--- src/design/srm_pkg.sv ---
package srm_pkg;

  localparam int PATTERN_MAX = 32;
  localparam int PAT_BYTES   = 32;
  localparam int LEN_MAX     = (PATTERN_MAX < PAT_BYTES) ? PATTERN_MAX : PAT_BYTES;
  localparam int NTOK        = LEN_MAX;
  localparam int NCELL       = NTOK + 1;
  localparam int TC_W        = $clog2(NTOK + 1);
  localparam int TOK_IDX_W   = (NTOK > 1) ? $clog2(NTOK) : 1;
  localparam int LEN_W       = 6;
  localparam int PAT_IDX_W   = 5;
  localparam int PAT_W       = PAT_BYTES * 8;
  localparam int DATA_W      = 64;
  localparam int ADDR_W      = 6;
  localparam int REG_IDX_W   = 3;
  localparam int NWORDS      = 4;

  localparam logic [7:0] CH_STAR   = 8'h2A;
  localparam logic [7:0] CH_DOLLAR = 8'h24;
  localparam logic [7:0] CH_DOT    = 8'h2E;
  localparam logic [7:0] CH_CARET  = 8'h5E;
  localparam logic [7:0] CH_NUL    = 8'h00;

  localparam logic [REG_IDX_W-1:0] REG_PAT0 = 3'd0;
  localparam logic [REG_IDX_W-1:0] REG_PAT1 = 3'd1;
  localparam logic [REG_IDX_W-1:0] REG_PAT2 = 3'd2;
  localparam logic [REG_IDX_W-1:0] REG_PAT3 = 3'd3;
  localparam logic [REG_IDX_W-1:0] REG_LEN  = 3'd4;

  typedef enum logic [2:0] {
    TK_LIT,
    TK_ANY,
    TK_STAR_LIT,
    TK_STAR_ANY,
    TK_END
  } tok_kind_t;

  typedef struct packed {
    tok_kind_t  kind;
    logic [7:0] chr;
  } tok_t;

  typedef struct packed {
    logic                 we;
    logic [TOK_IDX_W-1:0] idx;
    tok_t                 tok;
  } tok_wr_t;

  typedef struct packed {
    logic in_use;
    logic valid;
  } cell_ctrl_t;

  typedef struct packed {
    logic cstar;
    logic adv;
  } link_t;

  typedef struct packed {
    logic acc;
    logic fin;
  } hit_t;

  typedef enum logic {
    BLD_IDLE,
    BLD_RUN
  } bld_state_t;

endpackage

--- src/design/simple_regex_matcher_core.sv ---
// Streaming tiny-regex matcher: literal bytes, '.', 'x*', leading '^' and trailing '$'.
// Text bytes enter one per cycle on in_* unless a tokenizer pass runs or a pending
// result is stalled; a zero byte closes the text and in the next cycle a single result
// (matched in bit 0) is offered on out_*. The automaton is a row of one cell per token
// plus an accept cell, all updated in the same cycle. Any write to a pattern or length
// register starts a tokenizer pass over the pattern bytes, taking 'x*' pairs together;
// in_tready is low during that pass. Registers sit at byte addresses 8*i, 64-bit data.
module simple_regex_matcher_core (
  input  logic                       clk,
  input  logic                       rst_n,
  input  logic                       in_tvalid,
  output logic                       in_tready,
  input  logic [7:0]                 in_tdata,   // [7:0] text_char
  output logic                       out_tvalid,
  input  logic                       out_tready,
  output logic [7:0]                 out_tdata,  // [0] matched, [7:1] zero
  input  logic                       cfg_psel,
  input  logic                       cfg_penable,
  input  logic                       cfg_pwrite,
  input  logic [srm_pkg::ADDR_W-1:0] cfg_paddr,
  input  logic [srm_pkg::DATA_W-1:0] cfg_pwdata,
  output logic [srm_pkg::DATA_W-1:0] cfg_prdata,
  output logic                       cfg_pready
);
  import srm_pkg::*;

  logic [DATA_W-1:0]    pat_r [NWORDS];
  logic [LEN_W-1:0]     len_r;
  logic [REG_IDX_W-1:0] reg_idx;
  logic                 cfg_wr, build_start;

  logic [PAT_W-1:0]     pattern;
  tok_wr_t              tok_wr;
  logic [TC_W-1:0]      tok_count;
  logic                 anchored, busy;

  link_t                link [NCELL+1];
  hit_t                 hits [NCELL];
  logic [NCELL-1:0]     acc_vec, fin_vec, active_vec;
  logic                 acc_any, fin_any;

  logic                 in_acc, step, rearm;
  logic                 match_seen_r, match_seen_nxt;
  logic                 out_valid_r, out_valid_nxt;
  logic                 out_match_r, out_match_nxt;

  assign cfg_pready  = 1'b1;
  assign reg_idx     = cfg_paddr[ADDR_W-1:ADDR_W-REG_IDX_W];
  assign cfg_wr      = cfg_psel & cfg_penable & cfg_pwrite & cfg_pready;
  assign build_start = cfg_wr && (reg_idx <= REG_LEN);

  always_ff @(posedge clk) begin
    if (!rst_n) begin
      for (int w = 0; w < NWORDS; w++) begin
        pat_r[w] <= '0;
      end
      len_r <= '0;
    end else if (cfg_wr) begin
      case (reg_idx)
        REG_PAT0: pat_r[0] <= cfg_pwdata;
        REG_PAT1: pat_r[1] <= cfg_pwdata;
        REG_PAT2: pat_r[2] <= cfg_pwdata;
        REG_PAT3: pat_r[3] <= cfg_pwdata;
        REG_LEN:  len_r    <= cfg_pwdata[LEN_W-1:0];
        default: begin
        end
      endcase
    end
  end

  always_comb begin
    case (reg_idx)
      REG_PAT0: cfg_prdata = pat_r[0];
      REG_PAT1: cfg_prdata = pat_r[1];
      REG_PAT2: cfg_prdata = pat_r[2];
      REG_PAT3: cfg_prdata = pat_r[3];
      REG_LEN:  cfg_prdata = DATA_W'(len_r);
      default:  cfg_prdata = '0;
    endcase
  end

  assign pattern = {pat_r[3], pat_r[2], pat_r[1], pat_r[0]};

  srm_tokenizer u_tok (
    .clk       (clk),
    .rst_n     (rst_n),
    .start     (build_start),
    .pattern   (pattern),
    .pat_len   (len_r),
    .tok_wr    (tok_wr),
    .tok_count (tok_count),
    .anchored  (anchored),
    .busy      (busy)
  );

  assign in_tready = !busy && (!out_valid_r || out_tready);
  assign in_acc    = in_tvalid & in_tready;
  assign step      = in_acc && (in_tdata != CH_NUL);
  assign rearm     = in_acc && (in_tdata == CH_NUL);

  assign link[0].cstar = 1'b0;
  assign link[0].adv   = ~anchored;

  for (genvar k = 0; k < NCELL; k++) begin : g_cell
    cell_ctrl_t ctrl;
    logic       wr_en;
    assign ctrl.in_use = (tok_count > TC_W'(k));
    assign ctrl.valid  = (tok_count >= TC_W'(k));
    assign wr_en       = tok_wr.we && (k < NTOK) &&
                         (tok_wr.idx == TOK_IDX_W'(k));
    srm_cell u_cell (
      .clk        (clk),
      .rst_n      (rst_n),
      .start_cell (k == 0),
      .wr_en      (wr_en),
      .wr_tok     (tok_wr.tok),
      .ctrl       (ctrl),
      .step       (step),
      .rearm      (rearm),
      .ch         (in_tdata),
      .link_in    (link[k]),
      .link_out   (link[k+1]),
      .hit        (hits[k]),
      .active     (active_vec[k])
    );
    assign acc_vec[k] = hits[k].acc;
    assign fin_vec[k] = hits[k].fin;
  end

  assign acc_any = |acc_vec;
  assign fin_any = |fin_vec;

  always_ff @(posedge clk) begin
    if (!rst_n) begin
      match_seen_r <= 1'b0;
      out_valid_r  <= 1'b0;
    end else begin
      match_seen_r <= match_seen_nxt;
      out_valid_r  <= out_valid_nxt;
    end
  end

  always_ff @(posedge clk) begin
    out_match_r <= out_match_nxt;
  end

  always_comb begin
    match_seen_nxt = match_seen_r;
    out_valid_nxt  = out_valid_r;
    out_match_nxt  = out_match_r;
    if (out_tready) begin
      out_valid_nxt = 1'b0;
    end
    if (rearm) begin
      match_seen_nxt = 1'b0;
      out_valid_nxt  = 1'b1;
      out_match_nxt  = match_seen_r | acc_any | fin_any;
    end else if (step) begin
      match_seen_nxt = match_seen_r | acc_any;
    end
  end

  assign out_tvalid = out_valid_r;
  assign out_tdata  = {7'b0, out_match_r};

  a_rearm_start : assert property (@(posedge clk) disable iff (!rst_n)
    rearm |=> (active_vec == NCELL'(1)))
    else $error("automaton not re-armed after end of text");

  a_result_src : assert property (@(posedge clk) disable iff (!rst_n)
    $rose(out_tvalid) |-> $past(rearm))
    else $error("result raised without a closing zero byte");

  a_single_end : assert property (@(posedge clk) disable iff (!rst_n)
    !busy |-> ($countones(fin_vec) <= 1))
    else $error("more than one end anchor token live");

endmodule

--- src/design/srm_tokenizer.sv ---
module srm_tokenizer (
  input  logic                         clk,
  input  logic                         rst_n,
  input  logic                         start,
  input  logic [srm_pkg::PAT_W-1:0]    pattern,
  input  logic [srm_pkg::LEN_W-1:0]    pat_len,
  output srm_pkg::tok_wr_t             tok_wr,
  output logic [srm_pkg::TC_W-1:0]     tok_count,
  output logic                         anchored,
  output logic                         busy
);
  import srm_pkg::*;

  bld_state_t       state_r, state_nxt;
  logic [LEN_W-1:0] i_r, i_nxt;
  logic [TC_W-1:0]  k_r, k_nxt;
  logic [TC_W-1:0]  tc_r, tc_nxt;
  logic             anch_r, anch_nxt;

  logic [LEN_W-1:0]     len_c;
  logic [LEN_W-1:0]     i_p1;
  logic [PAT_IDX_W-1:0] idx0, idx1;
  logic [7:0]           b0, b1;
  logic                 next_in;

  always_ff @(posedge clk) begin
    if (!rst_n) begin
      state_r <= BLD_IDLE;
      i_r     <= '0;
      k_r     <= '0;
      tc_r    <= '0;
      anch_r  <= 1'b0;
    end else begin
      state_r <= state_nxt;
      i_r     <= i_nxt;
      k_r     <= k_nxt;
      tc_r    <= tc_nxt;
      anch_r  <= anch_nxt;
    end
  end

  always_comb begin
    len_c     = (pat_len > LEN_W'(LEN_MAX)) ? LEN_W'(LEN_MAX) : pat_len;
    i_p1      = i_r + 1'b1;
    idx0      = i_r[PAT_IDX_W-1:0];
    idx1      = i_p1[PAT_IDX_W-1:0];
    b0        = pattern[{idx0, 3'b000} +: 8];
    b1        = pattern[{idx1, 3'b000} +: 8];
    next_in   = (i_p1 < len_c);
    state_nxt = state_r;
    i_nxt     = i_r;
    k_nxt     = k_r;
    tc_nxt    = tc_r;
    anch_nxt  = anch_r;
    tok_wr.we       = 1'b0;
    tok_wr.idx      = k_r[TOK_IDX_W-1:0];
    tok_wr.tok.kind = TK_LIT;
    tok_wr.tok.chr  = b0;
    case (state_r)
      BLD_IDLE: begin
      end
      BLD_RUN: begin
        if (i_r >= len_c || b0 == CH_NUL) begin
          state_nxt = BLD_IDLE;
          tc_nxt    = k_r;
        end else if (i_r == '0 && b0 == CH_CARET) begin
          anch_nxt = 1'b1;
          i_nxt    = i_p1;
        end else begin
          tok_wr.we = 1'b1;
          k_nxt     = k_r + 1'b1;
          if (next_in && b1 == CH_STAR) begin
            tok_wr.tok.kind = (b0 == CH_DOT) ? TK_STAR_ANY : TK_STAR_LIT;
            i_nxt           = i_r + LEN_W'(2);
          end else if (b0 == CH_DOLLAR && (!next_in || b1 == CH_NUL)) begin
            tok_wr.tok.kind = TK_END;
            i_nxt           = i_p1;
          end else begin
            tok_wr.tok.kind = (b0 == CH_DOT) ? TK_ANY : TK_LIT;
            i_nxt           = i_p1;
          end
        end
      end
      default: begin
        state_nxt = BLD_IDLE;
      end
    endcase
    if (start) begin
      state_nxt = BLD_RUN;
      i_nxt     = '0;
      k_nxt     = '0;
      anch_nxt  = 1'b0;
    end
  end

  assign tok_count = tc_r;
  assign anchored  = anch_r;
  assign busy      = (state_r == BLD_RUN);

endmodule

--- src/design/srm_cell.sv ---
module srm_cell (
  input  logic                clk,
  input  logic                rst_n,
  input  logic                start_cell,
  input  logic                wr_en,
  input  srm_pkg::tok_t       wr_tok,
  input  srm_pkg::cell_ctrl_t ctrl,
  input  logic                step,
  input  logic                rearm,
  input  logic [7:0]          ch,
  input  srm_pkg::link_t      link_in,
  output srm_pkg::link_t      link_out,
  output srm_pkg::hit_t       hit,
  output logic                active
);
  import srm_pkg::*;

  tok_t tok_r;
  logic s_r, s_nxt;
  logic c, ch_eq, stay, n;

  always_ff @(posedge clk) begin
    if (wr_en) begin
      tok_r <= wr_tok;
    end
  end

  always_ff @(posedge clk) begin
    if (!rst_n) begin
      s_r <= start_cell;
    end else begin
      s_r <= s_nxt;
    end
  end

  always_comb begin
    // closure over zero-length stars rides the cstar chain
    c     = (s_r & ctrl.valid) | link_in.cstar;
    ch_eq = (tok_r.chr == ch);
    link_out.cstar = c & ctrl.in_use &
                     (tok_r.kind == TK_STAR_LIT || tok_r.kind == TK_STAR_ANY);
    link_out.adv   = c & ctrl.in_use &
                     ((tok_r.kind == TK_LIT && ch_eq) || tok_r.kind == TK_ANY);
    stay  = c & ctrl.in_use &
            ((tok_r.kind == TK_STAR_LIT && ch_eq) || tok_r.kind == TK_STAR_ANY);
    n     = (link_in.adv | stay) & ctrl.valid;
    hit.acc = c & ctrl.valid & ~ctrl.in_use;
    hit.fin = c & ctrl.in_use & (tok_r.kind == TK_END);
    s_nxt = s_r;
    if (rearm) begin
      s_nxt = start_cell;
    end else if (step) begin
      s_nxt = n;
    end
  end

  assign active = s_r;

endmodule

--- config.mk ---
export PLATFORM = sky130hd
export DESIGN_NAME = simple_regex_matcher_core
export DESIGN_NICKNAME = d
export VERILOG_FILES = /design/src/design/srm_pkg.sv /design/src/design/simple_regex_matcher_core.sv /design/src/design/srm_tokenizer.sv /design/src/design/srm_cell.sv
export SDC_FILE = /design/constraint.sdc
export NUM_CORES = 1
export LEC_CHECK = 0
export ABC_AREA = 1
export CORE_MARGIN = 8
export CORE_UTILIZATION = 60
export DETAILED_ROUTE_END_ITERATION = 10
export DONT_BUFFER_PORTS = 1
export GPL_TIMING_DRIVEN = 0
export PLACE_DENSITY = 0.8
export REMOVE_ABC_BUFFERS = 1
export SKIP_LAST_GASP = 1
export SYNTH_ARGS = -nofsm -noshare
export SYNTH_HDL_FRONTEND = slang
export SYNTH_HIERARCHICAL = 1
export SYNTH_SLANG_ARGS = --single-unit
--- constraint.sdc ---
create_clock -name clk -period 13.2 [get_ports clk]
set_clock_uncertainty 0.2 [all_clocks]
set_input_delay 2.64 -clock clk [delete_from_list [all_inputs] [get_ports clk]]
set_output_delay 2.64 -clock clk [all_outputs]
set_load 0.01 [all_outputs]
---- Word level (Yosys, flattened, before mapping) ----
Memory sizes are Yosys's and may differ from the RTL's.
Index checks and enable logic that the tools add are counted.
storage, ports and cells
  ROM bits ................................ 0
  output and inout port bits .............. 75
  word-level logic and storage cells ...... 1079
  RAM bits ................................ 256
  bits in latches ......................... 0
  memories ................................ 1
  flip-flop bits (word level) ............. 414
operators by class
  magnitude comparators ................... 70
  reduce and logical (&&, ||, !) cells .... 254
  shifts and indexed selects .............. 2
  multiply operators ...................... 0
  bitwise gates (word level) .............. 404
  add/sub/neg operators ................... 3
  muxes and demuxes ....................... 40
  div/mod/pow operators ................... 0
  equality and inequality tests ........... 199
memories
  name   words  bits a word  rd ports  clocked after memory_dff  wr ports  RTL line                         source
  pat_r  4      64           4         0                         4         simple_regex_matcher_core.sv:27  logic [DATA_W-1:0] pat_r [NWORDS];
operators with widths
  operator            count
  $shiftx 256x9->8    2
  $pmux 64 s5         1
  $and 1x1->1         296
  $eq 8x8->1          32
  $mux 64             4
  $eq 3x2->1 const B  66
  $logic_and 1x1->1   103
  $eq 3x1->1 const B  33
  $eq 3x3->1 const B  33
  $logic_not 3->1     33
  $logic_or 1x1->1    99
  $ge 6x5->1 const B  16
  $gt 6x5->1 const B  16
  $eq 5x5->1 const B  16
  $or 1x1->1          71
  $ge 6x4->1 const B  8
  $gt 6x4->1 const B  8
  $eq 5x4->1 const B  8
  $not 1->1           37
  $reduce_or 33->1    1
  $reduce_or 32->1    1
  $mux 1              27
  $eq 8x6->1 const B  3
  $ge 6x3->1 const B  4
  27 further kinds    54

---- Longest topological paths before layout ----
  word-level depth ........................ 103
  depth in mapped cells ................... 110

---- By module ----
The synthesis kept the hierarchy.
modules (own cells, without submodules)
  module                     seq. area each (um2)  cells each  area each (um2)  times used
  srm_cell                   360.3                 62          598.1            33
  simple_regex_matcher_core  7877.6                1204        11980.2          1
  srm_tokenizer              400.4                 1504        7358.3           1

---- Least setup slack after synthesis ----
Ideal clock, no wire load.
  path kind ............................... flip-flop to flip-flop
  from .................................... register u_tok.tc_r[5] (netlist: u_tok/tok_count[5])
  to ...................................... register match_seen_r
  required time ........................... 12930 ps
  setup time .............................. 70 ps
  setup slack ............................. 1441 ps
  cell stages (with the launch flop) ...... 111
  data arrival time ....................... 11489 ps
  path through ............................ dfxtp_1 nor2_2 inv_1 nor2_4 inv_2 nor2_4 nand2_1 nand2_2 nor3_4 a21o_1 nand2_2 nor3_4 a21o_1 nand2_2 nor3_4 a21o_1 nand2_2 nor3_4 [75 not listed] a21o_1 nand2_2 nor3_4 a21o_1 nand2_2 nor3_4 a21o_1 nand2_2 nor3_4 a21o_1 nand2_1 nor2_1 inv_1 nand2_1 nor2_1 nand3_1 o21bai_1 a21oi_1
RTL lines
  item                    RTL line                          source
  from (decl)             srm_tokenizer.sv:17               logic [TC_W-1:0] tc_r, tc_nxt;
  from (signal assigned)  srm_tokenizer.sv:37               tc_r <= tc_nxt;
  to (signal assigned)    simple_regex_matcher_core.sv:138  match_seen_r <= match_seen_nxt;
  to (decl)               simple_regex_matcher_core.sv:43   logic match_seen_r, match_seen_nxt;

==> reports/metrics.yaml <==
fill_cells: 4914
timing.fmax_ghz: 0.0719
grt_pass1_wl_mm: 167
clock-sinks: 681
cp_data_arrival_time_ns: 14.21
core_sq_um: 64500
rsz0062_at_grt: "true"
sw_frac_of_total: 0.230
grt_max_degree: 150
setup_violations: 5
place_hpwl_mm: 67.0
first_iter_violations: 4101
start_kind: "register"
via_per_inst: 5.63
cp-end-kind: "register"
crit_buf_inv: 13
peakVddDrop_mv: 0.127
synth_area_sq_um: 39100
numCtsBuffers: 73
p_int_mw: 3.70
dr.pass1.iters: 7
placementRows: 93
slew-limit-headroom: 0.000486
routedWlPerCell_microns: 19.0
holdWs_ns: 0.253
cts_max_level: 3
die_x_microns: 271
ant_nets: 0
fin_nets: 4953
area_delta_synth_final_pct: 11.1
dieArea_sq_um: 73500
drive_gt1_frac: 0.0813
critPathTopFamily: "simple AND/OR/NAND/NOR gates"
power_frac_seq: 0.512
power_frac_comb: 0.068
synth_cells: 4752
routed_wl_mm: 110
grt.overflow.total: 0
clock_latency_ns: 0.63
root_buffer: "clkbuf_16"
cts.path.max_buffers: 3
violations: "max-capacitance violations, negative setup slack"
cts_tree: "built"
antenna_found_initial: 8
tightest_slew_ns: 1.50
ios: 160
critPathMaxFanout: 7
crit_slowest_cell: "dfxtp_4"
max-cap-violations: 1
switchingPower_mw: 1.10
hold_violations: 0
clk_pin_slew_ns: 0.06
clkPwrFrac: 0.419
max_stage_delay_ns: 0.37
grt_pass1_vias: 30987
cts_hold_buf: 0
port_buffers: 0
required_ns: 13.50
drcViolationCount: 0
synth_area_per_cell_sq_um: 8.22
period_share: 1.05
ff2ff_setup_slack_ns: -0.71
min_path_type: "register to register"
status: "finished, violations left"
yosysWarningCount: 6
timing.final.ws_setup_ns: -0.710
p_leak_nw: 19.0
min_period_ns: 13.91
die_h_microns: 271
fin_util: 0.673
critical_path_class: "register to register"
p_per_area_nw_per_um2: 111
place_congestion: 0.936
num_vias: 32486
initial_core_util: 0.606
grt_use_total: 0.287
final_max_slew_viol_count: 0
fin_tns_setup_ns: -2.83
[worst reg2reg max path, delay by kind of cell (launching register included)]
family	cells	cell delay, ns
compound gates	30	4.23
simple gates	68	7.73
buf+inv	13	1.30
flops	1	0.37
[sequential cells by signal, summed over array words and instances, names as in the netlist]
name                  cells
g_cell.u_cell/active     33
u_tok/anchored            1
u_tok/tok_count           6
u_tok/i_r                 6
g_cell.u_cell/tok_r     363
pat_r                   256
u_tok/k_r                 6
out_match_r               1
u_tok/busy                1
match_seen_r              1
out_tvalid                1
len_r                     6
[cells in the final DEF (no fill, tap or decap), types with 61 or more instances in the layout]
cell,instances
nor2_1,586
clkbuf_16,75
inv_1,674
nand2_1,1473
xnor2_1,165
nand3_1,391
buf_4,113
o21ai_0,88
a21oi_1,61
edfxtp_1,653
[timing repair]
item	CTS	global route
setup buffers	91	36
gates resized for setup	12	20
pin swaps	12	25
setup endpoints to repair	5	7
[layer usage]
layer,vias up,global-route usage,wire length [microns]
li1,15252,-,-
met1,14877,0.333,38800
met2,1901,0.494,53000
met3,450,0.0649,11300
met4,6,0.153,6420
met5,-,0,38
[final timing paths]
path | depth (start not counted) | to | from
max | 111 | g_cell[30].u_cell/active | u_tok/tok_count[4]
min | 2 | match_seen_r | match_seen_r
max reg2reg | 111 | g_cell[30].u_cell/active | u_tok/tok_count[4]
min reg2reg | 2 | match_seen_r | match_seen_r
[power by group through the flow]
| stage | Sequential (mW) | Combinational [mW] | Clock [mW] |
|---|---|---|---|
| CTS | 2.46 | 0.319 | 2.03 |
| floorplan | 2.50 | 0.213 | 0 |
| global route | 2.46 | 0.360 | 2.11 |
| finish | 2.46 | 0.327 | 2.01 |
| detailed placement | 2.50 | 0.311 | 0 |
| global placement | 2.51 | 0.288 | 0 |
[through the flow]
stage	total power, mW	area (sq um)	cells	setup slack, ns
5_1_grt	4.93	43400	5765	-1.54
4_1_cts	4.80	43100	5738	-0.0340
6_report	4.80	43400	5766	-0.710
2_1_floorplan	2.71	38200	4633	0.156
3_5_place_dp	2.81	40100	5518	-0.887
3_3_place_gp	2.80	39300	5488	-7.53
[layout make-up]
class                           instances  area, sq um  share of cell area
Tap cell                              855         1070              0.0247
Timing Repair Buffer                  144         1560              0.0359
Antenna cell                            5         12.5            0.000288
Multi-Input combinational cell       3224        15500               0.357
Inverter                              728         2750              0.0633
Clock buffer                           93         1950              0.0450
Sequential cell                       681        20200               0.465
Clock inverter                         36          374             0.00862
(Power assumes the default switching activity.)
